===== src/rtl/gbfp_pkg.sv =====
`timescale 1ns / 1ps
`default_nettype none

package gbfp_pkg;

  // payload store depth and address width
  localparam int MaxPayload = 255;
  localparam int StoreAw    = $clog2(MaxPayload);

  // item kinds
  typedef enum logic [1:0] {
    KindByte    = 2'd0,
    KindRelease = 2'd1,
    KindRead    = 2'd2,
    KindNop     = 2'd3
  } kind_e;

  // event codes on the result channel
  typedef enum logic [2:0] {
    EvNone     = 3'd0,
    EvDone     = 3'd1,
    EvSync     = 3'd2,
    EvLength   = 3'd3,
    EvChecksum = 3'd4,
    EvOverrun  = 3'd5
  } event_e;

  // configuration register indexes
  typedef enum logic {
    CfgSyncFirst  = 1'b0,
    CfgSyncSecond = 1'b1
  } cfg_index_e;

  localparam logic [7:0] SyncFirstReset  = 8'd181;
  localparam logic [7:0] SyncSecondReset = 8'd98;

  localparam logic [15:0] CountMax = 16'hFFFF;

  // one input item as held in the input register
  typedef struct packed {
    kind_e      kind;
    logic [7:0] data_byte;
    logic [7:0] read_index;
  } item_t;

  // one result item
  typedef struct packed {
    event_e      event_res;
    logic        frame_held;
    logic [7:0]  msg_class;
    logic [7:0]  msg_id;
    logic [7:0]  msg_length;
    logic [7:0]  read_data;
    logic [15:0] error_count;
    logic [15:0] overrun_count;
  } result_t;

endpackage

`default_nettype wire


===== src/rtl/gbfp_in_if.sv =====
`timescale 1ns / 1ps
`default_nettype none

interface gbfp_in_if;
  logic       valid;
  logic       ready;
  logic [1:0] kind;
  logic [7:0] data_byte;
  logic [7:0] read_index;

  modport source (output valid, output kind, output data_byte, output read_index,
                  input ready);
  modport sink   (input valid, input kind, input data_byte, input read_index,
                  output ready);
endinterface

`default_nettype wire


===== src/rtl/gbfp_out_if.sv =====
`timescale 1ns / 1ps
`default_nettype none

interface gbfp_out_if;
  logic        valid;
  logic        ready;
  logic [2:0]  event_res;
  logic        frame_held;
  logic [7:0]  msg_class;
  logic [7:0]  msg_id;
  logic [7:0]  msg_length;
  logic [7:0]  read_data;
  logic [15:0] error_count;
  logic [15:0] overrun_count;

  modport source (output valid, output event_res, output frame_held, output msg_class,
                  output msg_id, output msg_length, output read_data,
                  output error_count, output overrun_count, input ready);
  modport sink   (input valid, input event_res, input frame_held, input msg_class,
                  input msg_id, input msg_length, input read_data,
                  input error_count, input overrun_count, output ready);
endinterface

`default_nettype wire


===== src/rtl/gbfp_in_stage.sv =====
`timescale 1ns / 1ps
`default_nettype none

module gbfp_in_stage (
  input  wire logic            clk_i,
  input  wire logic            rst_ni,
  gbfp_in_if.sink              in_i,
  input  wire logic            advance_i,
  output gbfp_pkg::item_t      item_o,
  output logic                 valid_o
);

  logic            valid_q, valid_d;
  gbfp_pkg::item_t item_q;

  // slot is free when empty or when its item moves on this cycle
  assign in_i.ready = !valid_q || advance_i;

  always_comb begin
    valid_d = valid_q;
    if (in_i.valid && in_i.ready) begin
      valid_d = 1'b1;
    end else if (advance_i) begin
      valid_d = 1'b0;
    end
  end

  always_ff @(posedge clk_i or negedge rst_ni) begin
    if (!rst_ni) begin
      valid_q <= 1'b0;
    end else begin
      valid_q <= valid_d;
    end
  end

  // item payload, no reset needed
  always_ff @(posedge clk_i) begin
    if (in_i.valid && in_i.ready) begin
      item_q.kind       <= gbfp_pkg::kind_e'(in_i.kind);
      item_q.data_byte  <= in_i.data_byte;
      item_q.read_index <= in_i.read_index;
    end
  end

  assign item_o  = item_q;
  assign valid_o = valid_q;

endmodule

`default_nettype wire


===== src/rtl/gbfp_parser.sv =====
`timescale 1ns / 1ps
`default_nettype none

module gbfp_parser (
  input  wire logic            clk_i,
  input  wire logic            rst_ni,
  input  wire logic [7:0]      sync_first_i,
  input  wire logic [7:0]      sync_second_i,
  input  wire logic            advance_i,
  input  wire gbfp_pkg::item_t item_i,
  output gbfp_pkg::result_t    result_o
);

  typedef enum logic [3:0] {
    PhWait1 = 4'd0,
    PhSync1 = 4'd1,
    PhClass = 4'd2,
    PhId    = 4'd3,
    PhLenLo = 4'd4,
    PhLenHi = 4'd5,
    PhData  = 4'd6,
    PhCkA   = 4'd7,
    PhCkB   = 4'd8
  } phase_e;

  phase_e           phase_q, phase_d;
  logic [7:0]       sum_a_q, sum_a_d;
  logic [7:0]       sum_b_q, sum_b_d;
  logic [7:0]       class_q, class_d;
  logic [7:0]       id_q, id_d;
  logic [15:0]      length_q, length_d;
  logic [7:0]       pos_q, pos_d;
  logic             held_q, held_d;
  logic [15:0]      err_q, err_d;
  logic [15:0]      ovr_q, ovr_d;
  gbfp_pkg::event_e event_q, event_d;

  logic [7:0]       store_mem [gbfp_pkg::MaxPayload];
  logic             store_we;
  logic [7:0]       read_q;
  logic             read_en;

  logic [7:0]       c;
  logic [7:0]       sum_a_add;
  logic [7:0]       sum_b_add;
  logic [15:0]      length_full;
  logic [7:0]       pos_next;
  logic             count_err;

  assign c           = item_i.data_byte;
  assign sum_a_add   = sum_a_q + c;
  assign sum_b_add   = sum_b_q + sum_a_add;
  assign length_full = {c, length_q[7:0]};
  assign pos_next    = pos_q + 8'd1;

  // next state for one item
  always_comb begin
    phase_d   = phase_q;
    sum_a_d   = sum_a_q;
    sum_b_d   = sum_b_q;
    class_d   = class_q;
    id_d      = id_q;
    length_d  = length_q;
    pos_d     = pos_q;
    held_d    = held_q;
    ovr_d     = ovr_q;
    event_d   = gbfp_pkg::EvNone;
    count_err = 1'b0;
    store_we  = 1'b0;

    if (advance_i) begin
      case (item_i.kind)
        gbfp_pkg::KindByte: begin
          // running checksum over class through payload
          if (phase_q == PhClass || phase_q == PhId || phase_q == PhLenLo ||
              phase_q == PhLenHi || phase_q == PhData) begin
            sum_a_d = sum_a_add;
            sum_b_d = sum_b_add;
          end
          unique case (phase_q)
            PhSync1: begin
              if (c != sync_second_i) begin
                count_err = 1'b1;
                event_d   = gbfp_pkg::EvSync;
                phase_d   = PhWait1;
              end else begin
                sum_a_d = 8'd0;
                sum_b_d = 8'd0;
                phase_d = PhClass;
              end
            end
            PhClass: begin
              if (held_q) begin
                if (ovr_q != gbfp_pkg::CountMax) begin
                  ovr_d = ovr_q + 16'd1;
                end
                event_d = gbfp_pkg::EvOverrun;
                phase_d = PhWait1;
              end else begin
                class_d = c;
                phase_d = PhId;
              end
            end
            PhId: begin
              id_d    = c;
              phase_d = PhLenLo;
            end
            PhLenLo: begin
              length_d = {8'd0, c};
              phase_d  = PhLenHi;
            end
            PhLenHi: begin
              length_d = length_full;
              if (length_full > 16'(gbfp_pkg::MaxPayload)) begin
                count_err = 1'b1;
                event_d   = gbfp_pkg::EvLength;
                phase_d   = PhWait1;
              end else begin
                pos_d   = 8'd0;
                phase_d = (length_full == 16'd0) ? PhCkA : PhData;
              end
            end
            PhData: begin
              store_we = ({8'd0, pos_q} < 16'(gbfp_pkg::MaxPayload));
              pos_d    = pos_next;
              if ({8'd0, pos_next} >= length_q) begin
                phase_d = PhCkA;
              end
            end
            PhCkA: begin
              if (c != sum_a_q) begin
                count_err = 1'b1;
                event_d   = gbfp_pkg::EvChecksum;
                phase_d   = PhWait1;
              end else begin
                phase_d = PhCkB;
              end
            end
            PhCkB: begin
              if (c != sum_b_q) begin
                count_err = 1'b1;
                event_d   = gbfp_pkg::EvChecksum;
              end else begin
                held_d  = 1'b1;
                event_d = gbfp_pkg::EvDone;
              end
              phase_d = PhWait1;
            end
            default: begin
              phase_d = (c == sync_first_i) ? PhSync1 : PhWait1;
            end
          endcase
        end
        gbfp_pkg::KindRelease: begin
          held_d = 1'b0;
        end
        default: begin
        end
      endcase
    end
  end

  // saturating error count
  always_comb begin
    err_d = err_q;
    if (count_err && err_q != gbfp_pkg::CountMax) begin
      err_d = err_q + 16'd1;
    end
  end

  always_ff @(posedge clk_i or negedge rst_ni) begin
    if (!rst_ni) begin
      phase_q  <= PhWait1;
      sum_a_q  <= 8'd0;
      sum_b_q  <= 8'd0;
      class_q  <= 8'd0;
      id_q     <= 8'd0;
      length_q <= 16'd0;
      pos_q    <= 8'd0;
      held_q   <= 1'b0;
      err_q    <= 16'd0;
      ovr_q    <= 16'd0;
      event_q  <= gbfp_pkg::EvNone;
    end else begin
      phase_q  <= phase_d;
      sum_a_q  <= sum_a_d;
      sum_b_q  <= sum_b_d;
      class_q  <= class_d;
      id_q     <= id_d;
      length_q <= length_d;
      pos_q    <= pos_d;
      held_q   <= held_d;
      err_q    <= err_d;
      ovr_q    <= ovr_d;
      if (advance_i) begin
        event_q <= event_d;
      end
    end
  end

  // payload store write
  always_ff @(posedge clk_i) begin
    if (store_we) begin
      store_mem[pos_q[gbfp_pkg::StoreAw-1:0]] <= c;
    end
  end

  // payload store read, registered with the result
  assign read_en = (item_i.kind == gbfp_pkg::KindRead) &&
                   ({8'd0, item_i.read_index} < 16'(gbfp_pkg::MaxPayload));

  always_ff @(posedge clk_i) begin
    if (advance_i) begin
      if (read_en) begin
        read_q <= store_mem[item_i.read_index[gbfp_pkg::StoreAw-1:0]];
      end else begin
        read_q <= 8'd0;
      end
    end
  end

  // result fields follow the state left by the last item
  always_comb begin
    result_o.event_res     = event_q;
    result_o.frame_held    = held_q;
    result_o.msg_class     = class_q;
    result_o.msg_id        = id_q;
    result_o.msg_length    = (length_q > 16'd255) ? 8'd255 : length_q[7:0];
    result_o.read_data     = read_q;
    result_o.error_count   = err_q;
    result_o.overrun_count = ovr_q;
  end

endmodule

`default_nettype wire


===== src/rtl/gnss_binary_frame_parser_core.sv =====
`timescale 1ns / 1ps
`default_nettype none

// a result is registered in the result register after its item moves on from the input register
// throughput: one item per cycle while the result is not stalled, set by the per-byte parse step
//   between the input register and the result register
// reset: parser idle waiting for first sync, counters and header cleared,
//   sync values 181 and 98; the payload store is not cleared

module gnss_binary_frame_parser_core (
  input  wire logic       clk_i,
  input  wire logic       rst_ni,
  input  wire logic       cfg_we_i,
  input  wire logic       cfg_index_i,
  input  wire logic [7:0] cfg_data_i,
  gbfp_in_if.sink         in_i,
  gbfp_out_if.source      out_o
);

  logic              out_valid_q, out_valid_d;
  logic              s1_valid;
  logic              advance;
  logic [7:0]        sync_first_q;
  logic [7:0]        sync_second_q;
  gbfp_pkg::item_t   s1_item;
  gbfp_pkg::result_t result;

  // item moves into the result slot when that slot is free or being emptied
  assign advance = s1_valid && (!out_valid_q || out_o.ready);

  // configuration registers
  always_ff @(posedge clk_i or negedge rst_ni) begin
    if (!rst_ni) begin
      sync_first_q  <= gbfp_pkg::SyncFirstReset;
      sync_second_q <= gbfp_pkg::SyncSecondReset;
    end else if (cfg_we_i) begin
      unique case (gbfp_pkg::cfg_index_e'(cfg_index_i))
        gbfp_pkg::CfgSyncFirst:  sync_first_q  <= cfg_data_i;
        gbfp_pkg::CfgSyncSecond: sync_second_q <= cfg_data_i;
      endcase
    end
  end

  gbfp_in_stage u_in_stage (
    .clk_i     (clk_i),
    .rst_ni    (rst_ni),
    .in_i      (in_i),
    .advance_i (advance),
    .item_o    (s1_item),
    .valid_o   (s1_valid)
  );

  gbfp_parser u_parser (
    .clk_i         (clk_i),
    .rst_ni        (rst_ni),
    .sync_first_i  (sync_first_q),
    .sync_second_i (sync_second_q),
    .advance_i     (advance),
    .item_i        (s1_item),
    .result_o      (result)
  );

  // result slot occupancy
  always_comb begin
    out_valid_d = out_valid_q;
    if (advance) begin
      out_valid_d = 1'b1;
    end else if (out_o.ready) begin
      out_valid_d = 1'b0;
    end
  end

  always_ff @(posedge clk_i or negedge rst_ni) begin
    if (!rst_ni) begin
      out_valid_q <= 1'b0;
    end else begin
      out_valid_q <= out_valid_d;
    end
  end

  assign out_o.valid         = out_valid_q;
  assign out_o.event_res     = result.event_res;
  assign out_o.frame_held    = result.frame_held;
  assign out_o.msg_class     = result.msg_class;
  assign out_o.msg_id        = result.msg_id;
  assign out_o.msg_length    = result.msg_length;
  assign out_o.read_data     = result.read_data;
  assign out_o.error_count   = result.error_count;
  assign out_o.overrun_count = result.overrun_count;

endmodule

`default_nettype wire


===== src/flat_wrapper.sv =====
// flat-port wrapper written by rule: the top's interface ports become plain ports
module gnss_binary_frame_parser_core_flat 
  (clk_i, rst_ni, cfg_we_i, cfg_index_i, cfg_data_i, in_i_valid, in_i_kind, in_i_data_byte, in_i_read_index, in_i_ready, out_o_valid, out_o_event_res, out_o_frame_held, out_o_msg_class, out_o_msg_id, out_o_msg_length, out_o_read_data, out_o_error_count, out_o_overrun_count, out_o_ready);
  gbfp_in_if in_i_i ();
  gbfp_out_if out_o_i ();
  input  wire logic clk_i;
  input  wire logic rst_ni;
  input  wire logic cfg_we_i;
  input  wire logic cfg_index_i;
  input  wire logic [7:0] cfg_data_i;
  input wire logic [$bits(in_i_i.valid)-1:0] in_i_valid;
  input wire logic [$bits(in_i_i.kind)-1:0] in_i_kind;
  input wire logic [$bits(in_i_i.data_byte)-1:0] in_i_data_byte;
  input wire logic [$bits(in_i_i.read_index)-1:0] in_i_read_index;
  output wire logic [$bits(in_i_i.ready)-1:0] in_i_ready;
  output wire logic [$bits(out_o_i.valid)-1:0] out_o_valid;
  output wire logic [$bits(out_o_i.event_res)-1:0] out_o_event_res;
  output wire logic [$bits(out_o_i.frame_held)-1:0] out_o_frame_held;
  output wire logic [$bits(out_o_i.msg_class)-1:0] out_o_msg_class;
  output wire logic [$bits(out_o_i.msg_id)-1:0] out_o_msg_id;
  output wire logic [$bits(out_o_i.msg_length)-1:0] out_o_msg_length;
  output wire logic [$bits(out_o_i.read_data)-1:0] out_o_read_data;
  output wire logic [$bits(out_o_i.error_count)-1:0] out_o_error_count;
  output wire logic [$bits(out_o_i.overrun_count)-1:0] out_o_overrun_count;
  input wire logic [$bits(out_o_i.ready)-1:0] out_o_ready;
  assign in_i_i.valid = in_i_valid;
  assign in_i_i.kind = in_i_kind;
  assign in_i_i.data_byte = in_i_data_byte;
  assign in_i_i.read_index = in_i_read_index;
  assign in_i_ready = in_i_i.ready;
  assign out_o_valid = out_o_i.valid;
  assign out_o_event_res = out_o_i.event_res;
  assign out_o_frame_held = out_o_i.frame_held;
  assign out_o_msg_class = out_o_i.msg_class;
  assign out_o_msg_id = out_o_i.msg_id;
  assign out_o_msg_length = out_o_i.msg_length;
  assign out_o_read_data = out_o_i.read_data;
  assign out_o_error_count = out_o_i.error_count;
  assign out_o_overrun_count = out_o_i.overrun_count;
  assign out_o_i.ready = out_o_ready;
  gnss_binary_frame_parser_core u_core (.clk_i(clk_i), .rst_ni(rst_ni), .cfg_we_i(cfg_we_i), .cfg_index_i(cfg_index_i), .cfg_data_i(cfg_data_i), .in_i(in_i_i), .out_o(out_o_i));
endmodule

===== config.mk =====
export PLATFORM = sky130hd
export DESIGN_NAME = gnss_binary_frame_parser_core_flat
export DESIGN_NICKNAME = d
export VERILOG_FILES = /design/src/rtl/gbfp_pkg.sv /design/src/rtl/gbfp_in_if.sv /design/src/rtl/gbfp_out_if.sv /design/src/rtl/gbfp_in_stage.sv /design/src/rtl/gbfp_parser.sv /design/src/rtl/gnss_binary_frame_parser_core.sv /design/src/flat_wrapper.sv
export SDC_FILE = /design/constraint.sdc
export NUM_CORES = 2
export LEC_CHECK = 0
export ABC_AREA = 1
export BUFFER_PORTS_ARGS = -buffer_cell sky130_fd_sc_hd__clkbuf_2
export CAP_MARGIN = 20
export CORE_ASPECT_RATIO = 1.75
export CORE_MARGIN = 4
export CORE_UTILIZATION = 50
export DETAILED_ROUTE_END_ITERATION = 10
export PLACE_DENSITY = 0.7
export RECOVER_POWER = 25
export SYNTH_ARGS = -nofsm -noshare
export SYNTH_HDL_FRONTEND = slang
export SYNTH_SLANG_ARGS = --single-unit

===== constraint.sdc =====
create_clock -name clk_i -period 8.63 [get_ports clk_i]
set_clock_uncertainty 0.15 [all_clocks]
set_input_delay 0.4315 -clock clk_i [delete_from_list [all_inputs] [get_ports clk_i]]
set_output_delay 0.4315 -clock clk_i [all_outputs]
set_load 0.1 [all_outputs]

==> run_results.csv <==
group,metric,value,unit
drt,viasPerCell,5.616,
synth,synthXorXnorAreaFrac,0.004850,
synth,synth-seq-cells,2180,
clock_tree,cts_root_buf,"clkbuf_16",
synth,ys_seq_area_frac,0.6912,
floorplanning,fp.dieH,581.3,um
sta,post-route-min-period,6.592,ns
worst_setup_path,critPathTopFamily,"simple AND/OR/NAND/NOR gates",
worst_setup_path,critical_path_class,"register to register",
synth,syn_inst,8924,
run_status,violations,"capacitance limit, slew limit",
worst_setup_path,critPathMaxStageDelay,1.66,ns
run_status,outcome,"finished, violations left",
floorplanning,core,0.1868,sq mm
synth,yosys-top-cells-count,"nand2_1, edfxtp_1, nor2_1",
drt,postRouteWirelength,264000,um
clock_tree,worstSkewPairLatency,0.83,ns
floorplanning,ioPinCount,102,
power_and_ir_drop,power_frac_clock,0.362,
grt,grt_usage,0.2674,
sta,max_slew.worst_pin.slew,4.320,ns
power_and_ir_drop,p_seq_frac,0.518,
sta,period_share,0.7639,
synth,async_flop_share,0.05229,
sta,rsz0062_at_grt,"no",
floorplanning,dieArea,0.1951,sq mm
synth,synth_area,0.09390,sq mm
floorplanning,start_util,0.5026,
worst_setup_path,crit_slowest_cell,"a21oi_1",
sta,relSlewSlack,-1.880,
drt,drtAntennaViolNets,0,
worst_setup_path,crit_arrival,6.89,ns
sta,tns,0,ns
layout,fin_area,0.1021,sq mm
synth,yosysMostFrequentCell,"nand2_1",
clock_tree,clkTransAtPathRegs,0.07,ns
synth,yosysWarningCount,0,
worst_setup_path,critical_path.max_fanout,16,
worst_setup_path,crit_path_end_kind,"register",
synth,synthSimpleGateAreaFrac,0.1940,
drt,drc,0,
worst_setup_path,crit_path_start_kind,"register",
grt,overflow,0,
power_and_ir_drop,combPwrFrac,0.120,
power_and_ir_drop,cellLeakagePower,39.60,nW
synth,yosysTopAreaCellShare,0.6607,
sta,slew_violations,971,
synth,synth_top_family_by_area,"simple AND/OR/NAND/NOR gates",
power_and_ir_drop,intPower,0.01691,W
floorplanning,rows,210,
grt,antenna_found_initial,3,
place,gp_congestion,0.9356,
grt,grt_max_degree,211,
grt,first_global_vias,63970,
clock_tree,cts_resized,0,
drt,dr.pass1.iters,6,
drt,drt_iter0_markers,6827,
job,maxCapViolations,19,
layout,nNetsFinal,8946,
power_and_ir_drop,power_density,223.5,mW/mm^2
clock_tree,clock_sinks,2180,
grt,grt_pass1_wl,393000,um
power_and_ir_drop,vdd_drop_max,0.2328,mV
place,dp_hpwl,160400,um
synth,synth_compound_gate_area_share,0.04325,
clock_tree,htree_num_levels,4,
synth,synthTopCellsByArea,"edfxtp_1, nand2_1, nor2_1, nand3_1, inv_1",
clock_tree,clk_path_buf_depth,4,
synth,synth.distinct_cells,45,
synth,synthAdderAreaFrac,0.004157,
drt,vias,64390,
floorplanning,die_w,335.6,um
clock_tree,post-cts-setup-buffer-count,0,
place,port_buffers,101,
synth,synth-edff-count,2066,
layout,area_growth,8.762,%
worst_setup_path,path_buf_inv,2,
place,place_area,0.09603,sq mm
synth,postSynthAreaPerCell,10.52,sq um
worst_setup_path,cp_data_required_time,8.93,ns
synth,synth_ff_type,"edfxtp_1",
power_and_ir_drop,switching_share,0.2592,
synth,muxShareOfSynthArea,0,
drt,drt-wirelength-per-cell,23.03,um
sta,setup_violations,0,
sta,max_clock_freq,0.1517,GHz
hold_path,holdCritPathClass,"input port to register",
synth,synth_area_leader_cell,"edfxtp_1",
clock_tree,cts_tree,"yes",
clock_tree,hold_buffers,40,
synth,syn_nets,8986,
layout,layout-drive-gt1-share,0.05440,
clock_tree,cts_buffers,186,
sta,hold_viol_final,0,
worst_setup_path,cp_cell_sequence,"a21oi_1, nand2_1, clkinvlp_2, nand2_4, a21oi_2, inv_2, nor2_1, nand2_1, nor2_1",
power_and_ir_drop,p_sw,0.005917,W
==> flip-flops by register name, summed over array words and instances, names as in the netlist <==
signal and flops:
u_core.u_in_stage.valid_o 1, u_core.out_o.valid 1, u_core.u_parser.store_mem 2040, u_core.u_parser.ovr_q 16
u_core.u_parser.event_q 3, u_core.u_parser.id_q 8, u_core.u_parser.sum_b_q 8, u_core.u_parser.read_q 8
u_core.sync_second_q 8, u_core.u_parser.length_q 16, u_core.u_parser.held_q 1, u_core.u_parser.pos_q 8
u_core.u_parser.phase_q 4, u_core.u_parser.err_q 16, u_core.u_in_stage.item_o 18, u_core.u_parser.class_q 8
u_core.sync_first_q 8, u_core.u_parser.sum_a_q 8
==> per-layer routing <==
layer / global-route usage / wire, um / up-vias / part of all wire
met1: 0.3042 / 90250 / 31010 / 0.34
met2: 0.4666 / 133500 / 3185 / 0.51
met3: 0.03473 / 19130 / 798 / 0.072
met5: 0 / 14 / - / 0.000053
li1: - / - / 29400 / -
met4: 0.1856 / 21180 / 2 / 0.080
==> layout by cell type, fill, tap and decap left out, types with 54 or more instances in the layout <==
cell	n
dfrtp_1	106
nand2_1	2436
a21oi_1	126
o21ai_1	54
o21ai_0	435
edfxtp_1	2066
buf_4	65
o211ai_1	111
clkbuf_16	189
nor2_1	1216
nand3_1	770
clkbuf_2	88
clkbuf_1	69
inv_1	909
==> worst paths after layout <==
| kind | startpoint | endpoint | slack [ns] | cells past startpoint |
|---|---|---|---|---|
| max | u_core.out_o.valid | u_core.u_parser.store_mem[42][3] | 2.04 | 9 |
| max in group asynchronous | rst_ni | u_core.sync_first_q[1] | 3.89 | 4 |
| max reg2reg | u_core.out_o.valid | u_core.u_parser.store_mem[42][3] | 2.04 | 9 |
| min reg2reg | u_core.u_parser.class_q[1] | u_core.u_parser.class_q[1] | 0.34 | 2 |
| min in group asynchronous | rst_ni | u_core.u_parser.err_q[15] | 0.48 | 3 |
| min | in_i_read_index[4] | u_core.u_in_stage.item_o[4] | 0.17 | 2 |
==> cell type report <==
type	count	area, sq um
Inverter	924	3491
Sequential cell	2180	64900
Multi-Input combinational cell	5355	23160
Timing Repair Buffer	237	1702
Clock inverter	99	903.4
Tap cell	2438	3050
Fill cell	15510	84690
Antenna cell	3	7.507
Clock buffer	230	4913
==> power by group through the flow <==
stage	clock network (W)	logic, W	registers (W)
global placement	0	0.00264	0.0120
finish	0.00826	0.00274	0.0118
CTS	0.00833	0.00271	0.0118
floorplan	0	0.00152	0.0122
global route	0.00875	0.00294	0.0118
detailed placement	0	0.00267	0.0120
==> cell families (layout without fill, tap and decap cells) <==
family,after synthesis,after routing
buffers and inverters,1389,1490
other,0,3
xor gates and xnor gates,52,52
DFF,2180,2180
and+or+nand+nor,4527,4527
AOI/OAI and AO/OA,746,746
adders and majority gates,30,30
==> through the flow <==
stage / std cells / utilization / worst slack, ns / total power, W / hold slack, ns
after floorplan: 8924 / - / 2.575 / 0.01368 / -0.01409
after global placement: 11090 / 0.5139 / 3.915 / 0.01467 / 0.3156
after detailed placement: 11090 / 0.5140 / 3.856 / 0.01471 / 0.3100
after CTS: 11460 / 0.5474 / 3.863 / 0.02284 / 0.1250
after global routing: 11460 / 0.5467 / 1.854 / 0.02352 / 0.1627
final: 11470 / 0.5467 / 2.038 / 0.02282 / 0.1706
Power figures use the tool's default switching activity.
